$ cat config.mk
export PLATFORM = sky130hd
export DESIGN_NAME = bfs_ctrl
export DESIGN_NICKNAME = d
export VERILOG_FILES = /design/src/rtl/bfs_pkg.sv /design/src/rtl/bfs_ctrl.sv
export SDC_FILE = /design/constraint.sdc
export NUM_CORES = 1
export LEC_CHECK = 0
export ABC_AREA = 1
export ABC_CLOCK_PERIOD_IN_PS = 3300
export BUFFER_PORTS_ARGS = -buffer_cell sky130_fd_sc_hd__buf_2
export CORE_AREA = 2 2 39 41
export DETAILED_ROUTE_END_ITERATION = 8
export DIE_AREA = 0 0 41 43
export PLACE_DENSITY = 0.7
export SLEW_MARGIN = 20
export SYNTH_ARGS = -nofsm -noshare
export SYNTH_HDL_FRONTEND = slang
export SYNTH_SLANG_ARGS = --single-unit
$ cat constraint.sdc
create_clock -name clk_i -period 3.3 [get_ports clk_i]
set_input_delay 0.495 -clock clk_i [delete_from_list [all_inputs] [get_ports clk_i]]
set_output_delay 0.495 -clock clk_i [all_outputs]
set_load 0.03 [all_outputs]
$ cat src/rtl/bfs_pkg.sv
package bfs_pkg;

  localparam int COORD_W       = 32;
  localparam int DELTA_W       = 33;
  localparam int SQ_W          = 66;
  localparam int LEN_W         = 33;
  localparam int DIST_W        = 31;
  localparam int DIR_FRAC_BITS = 30;
  localparam int DIR_W         = 31;
  localparam int SQ_REM_W      = 36;
  localparam int ITER_W        = 6;
  localparam int CFG_ADDR_W    = 3;
  localparam int CFG_DATA_W    = 32;

  localparam logic [ITER_W-1:0] SQRT_ITERS  = 6'd33;
  localparam logic [ITER_W-1:0] DIV_K_ITERS = 6'd33;
  localparam logic [ITER_W-1:0] DIV_N_ITERS = 6'd31;

  localparam logic [CFG_ADDR_W-1:0] REG_ORIGIN_X    = 3'd0;
  localparam logic [CFG_ADDR_W-1:0] REG_ORIGIN_Y    = 3'd1;
  localparam logic [CFG_ADDR_W-1:0] REG_ORIGIN_Z    = 3'd2;
  localparam logic [CFG_ADDR_W-1:0] REG_SAMPLE_STEP = 3'd3;
  localparam logic [CFG_ADDR_W-1:0] REG_RANGE_LIMIT = 3'd4;

  // Axis selector; AX_K also selects the sample count divide and the
  // final add of a free point.
  localparam logic [1:0] AX_X = 2'd0;
  localparam logic [1:0] AX_Y = 2'd1;
  localparam logic [1:0] AX_Z = 2'd2;
  localparam logic [1:0] AX_K = 2'd3;

  typedef enum logic [3:0] {
    OP_NONE,
    OP_LOAD,
    OP_SQ,
    OP_RL,
    OP_SQRT_INIT,
    OP_SQRT_STEP,
    OP_DIV_INIT,
    OP_DIV_STEP,
    OP_DIV_STORE,
    OP_HIT_OUT,
    OP_PT
  } dp_op_e;

  typedef struct packed {
    dp_op_e     op;
    logic [1:0] axis;
  } dp_cmd_t;

  typedef struct packed {
    logic drop;
    logic len_zero;
    logic iter_last;
    logic out_busy;
    logic all_done;
  } dp_status_t;

endpackage

$ cat src/rtl/bfs_ctrl.sv
module bfs_ctrl import bfs_pkg::*; (
  input  logic       clk_i,
  input  logic       rst_ni,
  input  logic       s_axis_tvalid_i,
  output logic       s_axis_tready_o,
  input  dp_status_t status_i,
  output dp_cmd_t    cmd_o
);

  localparam logic [3:0] S_IDLE = 4'd0;
  localparam logic [3:0] S_SQX  = 4'd1;
  localparam logic [3:0] S_SQY  = 4'd2;
  localparam logic [3:0] S_SQZ  = 4'd3;
  localparam logic [3:0] S_SQR  = 4'd4;
  localparam logic [3:0] S_CHK  = 4'd5;
  localparam logic [3:0] S_SQRT = 4'd6;
  localparam logic [3:0] S_DSEL = 4'd7;
  localparam logic [3:0] S_DRUN = 4'd8;
  localparam logic [3:0] S_DSTO = 4'd9;
  localparam logic [3:0] S_HOUT = 4'd10;
  localparam logic [3:0] S_WAIT = 4'd11;
  localparam logic [3:0] S_PX   = 4'd12;
  localparam logic [3:0] S_PY   = 4'd13;
  localparam logic [3:0] S_PZ   = 4'd14;
  localparam logic [3:0] S_PW   = 4'd15;

  logic [3:0] state_q, state_d;
  logic [1:0] div_ax_q, div_ax_d;

  always_ff @(posedge clk_i or negedge rst_ni) begin
    if (!rst_ni) begin
      state_q  <= S_IDLE;
      div_ax_q <= AX_K;
    end else begin
      state_q  <= state_d;
      div_ax_q <= div_ax_d;
    end
  end

  assign s_axis_tready_o = (state_q == S_IDLE);

  always_comb begin
    state_d     = state_q;
    div_ax_d    = div_ax_q;
    cmd_o.op    = OP_NONE;
    cmd_o.axis  = AX_X;
    unique case (state_q)
      S_IDLE: begin
        if (s_axis_tvalid_i) begin
          cmd_o.op = OP_LOAD;
          state_d  = S_SQX;
        end
      end
      S_SQX: begin
        cmd_o.op   = OP_SQ;
        cmd_o.axis = AX_X;
        state_d    = S_SQY;
      end
      S_SQY: begin
        cmd_o.op   = OP_SQ;
        cmd_o.axis = AX_Y;
        state_d    = S_SQZ;
      end
      S_SQZ: begin
        cmd_o.op   = OP_SQ;
        cmd_o.axis = AX_Z;
        state_d    = S_SQR;
      end
      S_SQR: begin
        cmd_o.op = OP_RL;
        state_d  = S_CHK;
      end
      S_CHK: begin
        if (status_i.drop) begin
          state_d = S_IDLE;
        end else begin
          cmd_o.op = OP_SQRT_INIT;
          state_d  = S_SQRT;
        end
      end
      S_SQRT: begin
        cmd_o.op = OP_SQRT_STEP;
        if (status_i.iter_last) begin
          div_ax_d = AX_K;
          state_d  = S_DSEL;
        end
      end
      S_DSEL: begin
        // A zero-length beam needs neither the count nor the direction.
        if (div_ax_q == AX_K && status_i.len_zero) begin
          state_d = S_HOUT;
        end else begin
          cmd_o.op   = OP_DIV_INIT;
          cmd_o.axis = div_ax_q;
          state_d    = S_DRUN;
        end
      end
      S_DRUN: begin
        cmd_o.op = OP_DIV_STEP;
        if (status_i.iter_last) begin
          state_d = S_DSTO;
        end
      end
      S_DSTO: begin
        cmd_o.op   = OP_DIV_STORE;
        cmd_o.axis = div_ax_q;
        if (div_ax_q == AX_Z) begin
          state_d = S_HOUT;
        end else begin
          div_ax_d = (div_ax_q == AX_K) ? AX_X : div_ax_q + 2'd1;
          state_d  = S_DSEL;
        end
      end
      S_HOUT: begin
        cmd_o.op = OP_HIT_OUT;
        state_d  = S_WAIT;
      end
      S_WAIT: begin
        if (!status_i.out_busy) begin
          state_d = status_i.all_done ? S_IDLE : S_PX;
        end
      end
      S_PX: begin
        cmd_o.op   = OP_PT;
        cmd_o.axis = AX_X;
        state_d    = S_PY;
      end
      S_PY: begin
        cmd_o.op   = OP_PT;
        cmd_o.axis = AX_Y;
        state_d    = S_PZ;
      end
      S_PZ: begin
        cmd_o.op   = OP_PT;
        cmd_o.axis = AX_Z;
        state_d    = S_PW;
      end
      S_PW: begin
        cmd_o.op   = OP_PT;
        cmd_o.axis = AX_K;
        state_d    = S_WAIT;
      end
      default: state_d = S_IDLE;
    endcase
  end

endmodule

# Word-level counts from Yosys, hierarchy flattened

Index checks and enable logic that the tools add are counted.

Output and inout port bits: 7
Register bits: 6
Input bits: 8

Add/subtract/negate cells: 1
Reduce and logical (&&, ||, !) cells: 10
Equality and inequality tests: 22
Muxes and demuxes: 18

Operator list:

| kind                | count |
|---|---|
| $pmux 4 s15         | 1 |
| $pmux 4 s10         | 1 |
| $eq 4x4->1 const B  | 8 |
| $mux 4              | 6 |
| $eq 4x3->1 const B  | 4 |
| $ne 2x2->1 const B  | 5 |
| $pmux 2 s5          | 1 |
| $eq 4x2->1 const B  | 2 |
| $mux 2              | 4 |
| $mux 3              | 2 |
| $reduce_or 2->1     | 3 |
| $mux 5              | 1 |
| $eq 2x2->1 const B  | 2 |
| $eq 4x1->1 const B  | 1 |
| $logic_not 4->1     | 1 |
| $pmux 2 s2          | 1 |
| $reduce_and 4->1    | 1 |
| $reduce_or 4->1     | 1 |
| $reduce_and 3->1    | 1 |
| $reduce_or 3->1     | 1 |
| $add 2x1->2 const B | 1 |
| $reduce_bool 2->1   | 1 |
| $logic_and 1x1->1   | 1 |
| $mux 1              | 1 |

# Longest topological paths before layout

Gate-level depths: netlist of run 1.

Word-level depth: 4
Gate-level depth with buffers: 9

# Worst setup path after synthesis of run 1

OpenSTA, ideal clock, no wires.

Path type: register -> output
Start point: register state_q[2]
End point: output port cmd_o[2] in the netlist's numbering
Arrival: 1.340 ns
Buffers on the path: 0
Stages on the path, launching flop included: 6
Slack: 1.465 ns
Path through: dfrtp_1 -> nor2_1 -> nand2_1 -> inv_1 -> nand2_1 -> o31ai_1

RTL lines:

| element                | RTL line       | source |
|---|---|---|
| from (decl)            | bfs_ctrl.sv:27 | `logic [3:0] state_q, state_d;` |
| from (signal assigned) | bfs_ctrl.sv:35 | `state_q <= state_d;` |
| to (decl)              | bfs_ctrl.sv:7  | `output dp_cmd_t cmd_o` |

==> results of run 1 <==
final timing paths:
check                            start           to  cells past startpoint
min in group clk_i         status_i[1]   state_q[0]                      3
min reg2reg                div_ax_q[1]  div_ax_q[1]                      2
max reg2reg                 state_q[3]   state_q[2]                      6
min                             rst_ni   state_q[3]                      1
max in group asynchronous       rst_ni  div_ax_q[0]                      1
max                         state_q[0]     cmd_o[1]                      7
cells in the mapped netlist, drive strengths merged:
library cell	n
a21oi	3
a22oi	1
a31oi	1
buf	1
dfrtp	4
dfstp	2
ha	2
inv	18
nand2	39
nand3	14
nor2	17
o211ai	1
o21ai	7
o31ai	1
cell families (layout without fill, tap and decap cells):
kind of cell	Yosys count	in the layout	share of synthesized area
AND/OR/NAND/NOR	70	70	0.462
adder cells (fa/ha/maj)	2	2	0.0409
buffers and inverters	19	36	0.119
AO/OA/AOI/OAI	14	14	0.129
flip-flops	6	6	0.249
layer usage:
metal / track usage / wire length [um] / up-vias
met5: 0 / 0 / -
met3: 0.0314 / 99 / 3
met2: 0.291 / 642 / 32
met4: 0.100 / 27 / 0
met1: 0.278 / 661 / 308
li1: - / - / 386
through the flow:
step                      hold slack (ns)  utilization  total power, uW
after floorplan                     0.199            -              554
after global placement              0.325        0.504              678
after detailed placement            0.325        0.504              677
after CTS                          0.0518        0.523              755
after global routing               0.0463        0.523              836
final                              0.0552        0.523              753
state kept, by name, summed over array words and instances (netlist names):
register  count
state_q       4
div_ax_q      2
critical path: stages, from the launching register on:
cell and delay, ns:
dfrtp_1 0.52, nand2_1 0.18, inv_1 0.18, nand3_1 0.15, nand2_1 0.12, nand2_1 0.05, nand3_1 0.05, buf_2 0.19
final cells by class:
class | count | area (sq um) | share of cell area
inverter | 18 | 67.6 | 0.0934
sequential | 6 | 153 | 0.211
tap | 16 | 20.0 | 0.0277
clock buffer | 4 | 26.3 | 0.0363
multi-input combinational | 86 | 387 | 0.535
timing repair buffer | 14 | 70.1 | 0.0969
power breakdown:
group          total, uW  switching, uW  internal, uW  leakage [uW]
clock               73.3           27.5          45.8     0.0000150
sequential           176           55.4           121     0.0000710
combinational        504            352           152      0.000357
==> impl_metrics.ini, run 1 <==
[outcome]
status = complete, no violations

[layout]
area_growth_pct = 18.2
drive_gt1_frac = 0.156
fin_nets = 139
nFillCells = 158
layout_commonest_cell = nand2_1
fin_cells = 144
mostFrequentLayoutCells = 39 x nand2_1, 18 x inv_1, 16 x nor2_1, 14 x nand3_1, 14 x buf_2
fin_area_sq_um = 723
diodes = 0

[route]
routed_via_density = 5.06
vias = 729
dr.first_iter.drc_count = 31
ant_nets = 0
wl_um = 1430
first_pass_iters = 4
post_drt_wl_per_cell_um = 9.93
post-route-drc-count = 0

[critical_path]
critPathArrivalTime_ns = 1.69
r2r_setup_slack_ns = 1.65
worstSetupEndpointType = primary output
path_class = reg2out
cp-start-kind = flop
crit_required_ns = 2.80
crit_path_max_fanout = 10

[logic_synthesis]
synth-seq-cells = 6
synth_top_cell_by_area = nand2_1
synth_nets = 121
yosysWarnings = 0
syn_avg_cell_area_sq_um = 5.51
syn_area_sq_um = 612
syn_inst = 111
synth_cell_types = 15
synthTopCellsByArea = nand2_1 24%, dfrtp_1 16%, nand3_1 11%, inv_1 11%, nor2_1 9.8%
seq_area_frac_synth = 0.249
synth_top_area_frac = 0.239

[timing]
min_period_ns = 2.18
setup_viol = 0
setup_ws_ns = 1.12
setup_tns_ns = 0
tightest_slew_ns = 0.479
fin_skew_ns = 0.0105
slew_headroom = 0.679
hold_violations = 0
fmaxAchievable_mhz = 458
fin_crit_sh = 0.661
slew_violations = 0
rsz0062_at_grt = no

[flow_run]
max_cap_viol_count = 0

[placed_design]
dpl_cell_area_sq_um = 697
portBuffers = 14
gp_congestion = 0.913
dp_cells = 140
dp_hpwl_um = 1190
pre_cts_ws_ns = 1.40

[power]
ir_drop_v = 0.000547
leakage_uw = 0.000443
power_density_nw_per_um2 = 1040

[global_route]
antenna_found_initial = 0
grt_pass1_vias = 585
overflow = 0
grt_max_degree = 11
grt_use_total = 0.201
grt_pass1_wl_um = 2390

[clock_tree]
cts_tree = built
post-cts-setup-buffers = 0
cts.htree.levels = 1
clkSlewWorstSetupHoldPaths_ns = 0.05
cts_buffers = 3
ctsHoldBuffers = 0
cts-resized-gates = 0
clk_path_buf_depth = 2
clock_latency_ns = 0.25
cts.sinks = 6
clockRootBuffer = clkbuf_4

[hold_path]
hp-class = in2async

[floorplanning]
start_util = 0.442
core.rowCount = 14
dieArea_sq_um = 1760
core-area_sq_um = 1380
die_height_um = 43
io_pins = 15
die_x_um = 41
(Power assumes the default switching activity.)
==> run 2, diff against run 1 <==
--- a/config.mk
+++ b/config.mk
@@ -6,11 +6,11 @@
 export NUM_CORES = 1
 export LEC_CHECK = 0
 export ABC_AREA = 1
-export ABC_CLOCK_PERIOD_IN_PS = 3300
+export ABC_CLOCK_PERIOD_IN_PS = 1900
 export BUFFER_PORTS_ARGS = -buffer_cell sky130_fd_sc_hd__buf_2
-export CORE_AREA = 2 2 39 41
+export CORE_AREA = 2 2 40 42
 export DETAILED_ROUTE_END_ITERATION = 8
-export DIE_AREA = 0 0 41 43
+export DIE_AREA = 0 0 42 44
 export PLACE_DENSITY = 0.7
 export SLEW_MARGIN = 20
 export SYNTH_ARGS = -nofsm -noshare
==> constraint.sdc (replaced) <==
create_clock -name clk_i -period 1.9 [get_ports clk_i]
set_input_delay 0.285 -clock clk_i [delete_from_list [all_inputs] [get_ports clk_i]]
set_output_delay 0.285 -clock clk_i [all_outputs]
set_load 0.03 [all_outputs]
==> impl_metrics.ini, run 2 (synthesized netlist as in run 1, its figures left out) <==
[power]
p_int_uw = 635
power_density_nw_per_um2 = 1780
leakage_uw = 0.000469
switchingPower_uw = 797
p_comb_frac = 0.687
power_uw = 1430
power_frac_clock = 0.088
ir_drop_v = 0.000803
seq_power_share = 0.225
swShare = 0.557

[critical_path]
path_class = reg2out
crit_required_ns = 1.62
critPathArrivalTime_ns = 1.51
crit_path_max_fanout = 7
worstSetupEndpointType = primary output
r2r_setup_slack_ns = 0.36
cp-start-kind = flop

[route]
post_drt_wl_per_cell_um = 10.7
ant_nets = 0
post-route-drc-count = 0
routed_via_density = 5.00
vias = 750
dr.first_iter.drc_count = 17
wl_um = 1610
first_pass_iters = 4

[layout]
area_growth_pct = 31.5
largest_reg_flops = 4
largest_registers = state_q: 4 flops, div_ax_q: 2 flops
fin_cells = 150
fin_nets = 145
drive_gt1_frac = 0.239
layout_commonest_cell = nand2_1
largest-register = state_q
mostFrequentLayoutCells = 39 x nand2_1, 17 x inv_1, 14 x nor2_1, 13 x nand3_1, 12 x buf_2
diodes = 0

[timing]
fin_skew_ns = 0.00674
slew_violations = 0
hold_violations = 0
fmaxAchievable_mhz = 556
slew_headroom = 0.803
fin_crit_sh = 0.946
setup_viol = 0
min_period_ns = 1.80
tightest_slew_ns = 0.295
setup_ws_ns = 0.103

[floorplanning]
die_height_um = 44
die_x_um = 42
dieArea_sq_um = 1850
core-area_sq_um = 1420
core.rowCount = 14
start_util = 0.431
io_pins = 15

[global_route]
grt_pass1_vias = 615
antenna_found_initial = 0
grt_max_degree = 11
overflow = 0
grt_use_total = 0.182
grt_pass1_wl_um = 2530

[placed_design]
gp_congestion = 0.931
dp_cells = 142
dp_hpwl_um = 1260
pre_cts_ws_ns = 0.285
portBuffers = 14

[clock_tree]
clkSlewWorstSetupHoldPaths_ns = 0.05
cts_tree = built
cts_buffers = 3
cts.sinks = 6
clk_path_buf_depth = 2
clockRootBuffer = clkbuf_4
cts.htree.levels = 1
clock_latency_ns = 0.25

[outcome]
status = complete, no violations

[hold_path]
hp-class = in2reg

[flow_run]
max_cap_viol_count = 0
## run 2: changes by cell type in the layout (fill, tap and decap cells not counted), sizes merged
cell / delta
dlygate4sd3: +1
buf: +5
## run 2: critical path: stages (launching register included)
cell     delay, ns
dfrtp_1       0.47
inv_1         0.14
nand2_1       0.13
nor2_1        0.08
nor2_1        0.18
nand3_1       0.08
buf_2         0.18
## run 2: repair_timing
action / CTS / global route
hold buffers: 1 / 0
endpoints found under the hold margin: 4 / 0
endpoints found under the setup margin: 0 / 4
gates resized for setup: 0 / 12
setup buffers: 0 / 3
## run 2: final cells by class
class	instances	area (sq um)
Clock buffer	4	26.3
Fill cell	149	614
Inverter	18	67.6
Multi-Input combinational cell	86	409
Sequential cell	6	155
Tap cell	16	20.0
Timing Repair Buffer	20	126
## run 2: per-stage QoR
| stage | setup TNS [ns] | hold slack [ns] | instance area (sq um) | utilization |
|---|---|---|---|---|
| final | 0 | 0.325 | 805 | 0.567 |
| after global routing | -0.00556 | 0.339 | 805 | 0.567 |
| after CTS | 0 | 0.329 | 748 | 0.527 |
| after detailed placement | 0 | 0.114 | 712 | 0.502 |
| after global placement | 0 | 0.114 | 712 | 0.502 |
| after floorplan | 0 | -0.0106 | 612 | - |
## run 2: power by group through the flow
stage,clock network (uW),registers [uW],logic (uW)
global placement,0,309,882
finish,126,323,983
global route,143,336,1090
CTS,130,306,896
floorplan,0,260,703
detailed placement,0,309,889
## run 2: worst paths after layout
kind,from,cells after the start,end
worst max-delay path,state_q[3],6,cmd_o[4]
worst min-delay path,status_i[1],3,state_q[0]
worst max register to register,div_ax_q[0],7,div_ax_q[0]
worst min register to register,div_ax_q[0],2,div_ax_q[0]
max in group asynchronous,rst_ni,2,div_ax_q[0]
min in group asynchronous,rst_ni,2,state_q[2]
## run 2: per-layer routing
metal | vias up | GRT usage | share of wire
li1 | 395 | - | -
met1 | 320 | 0.224 | 0.44
met2 | 33 | 0.309 | 0.49
met3 | 2 | 0.0667 | 0.068
met4 | 0 | 0.0323 | 0.0050
met5 | - | 0 | 0
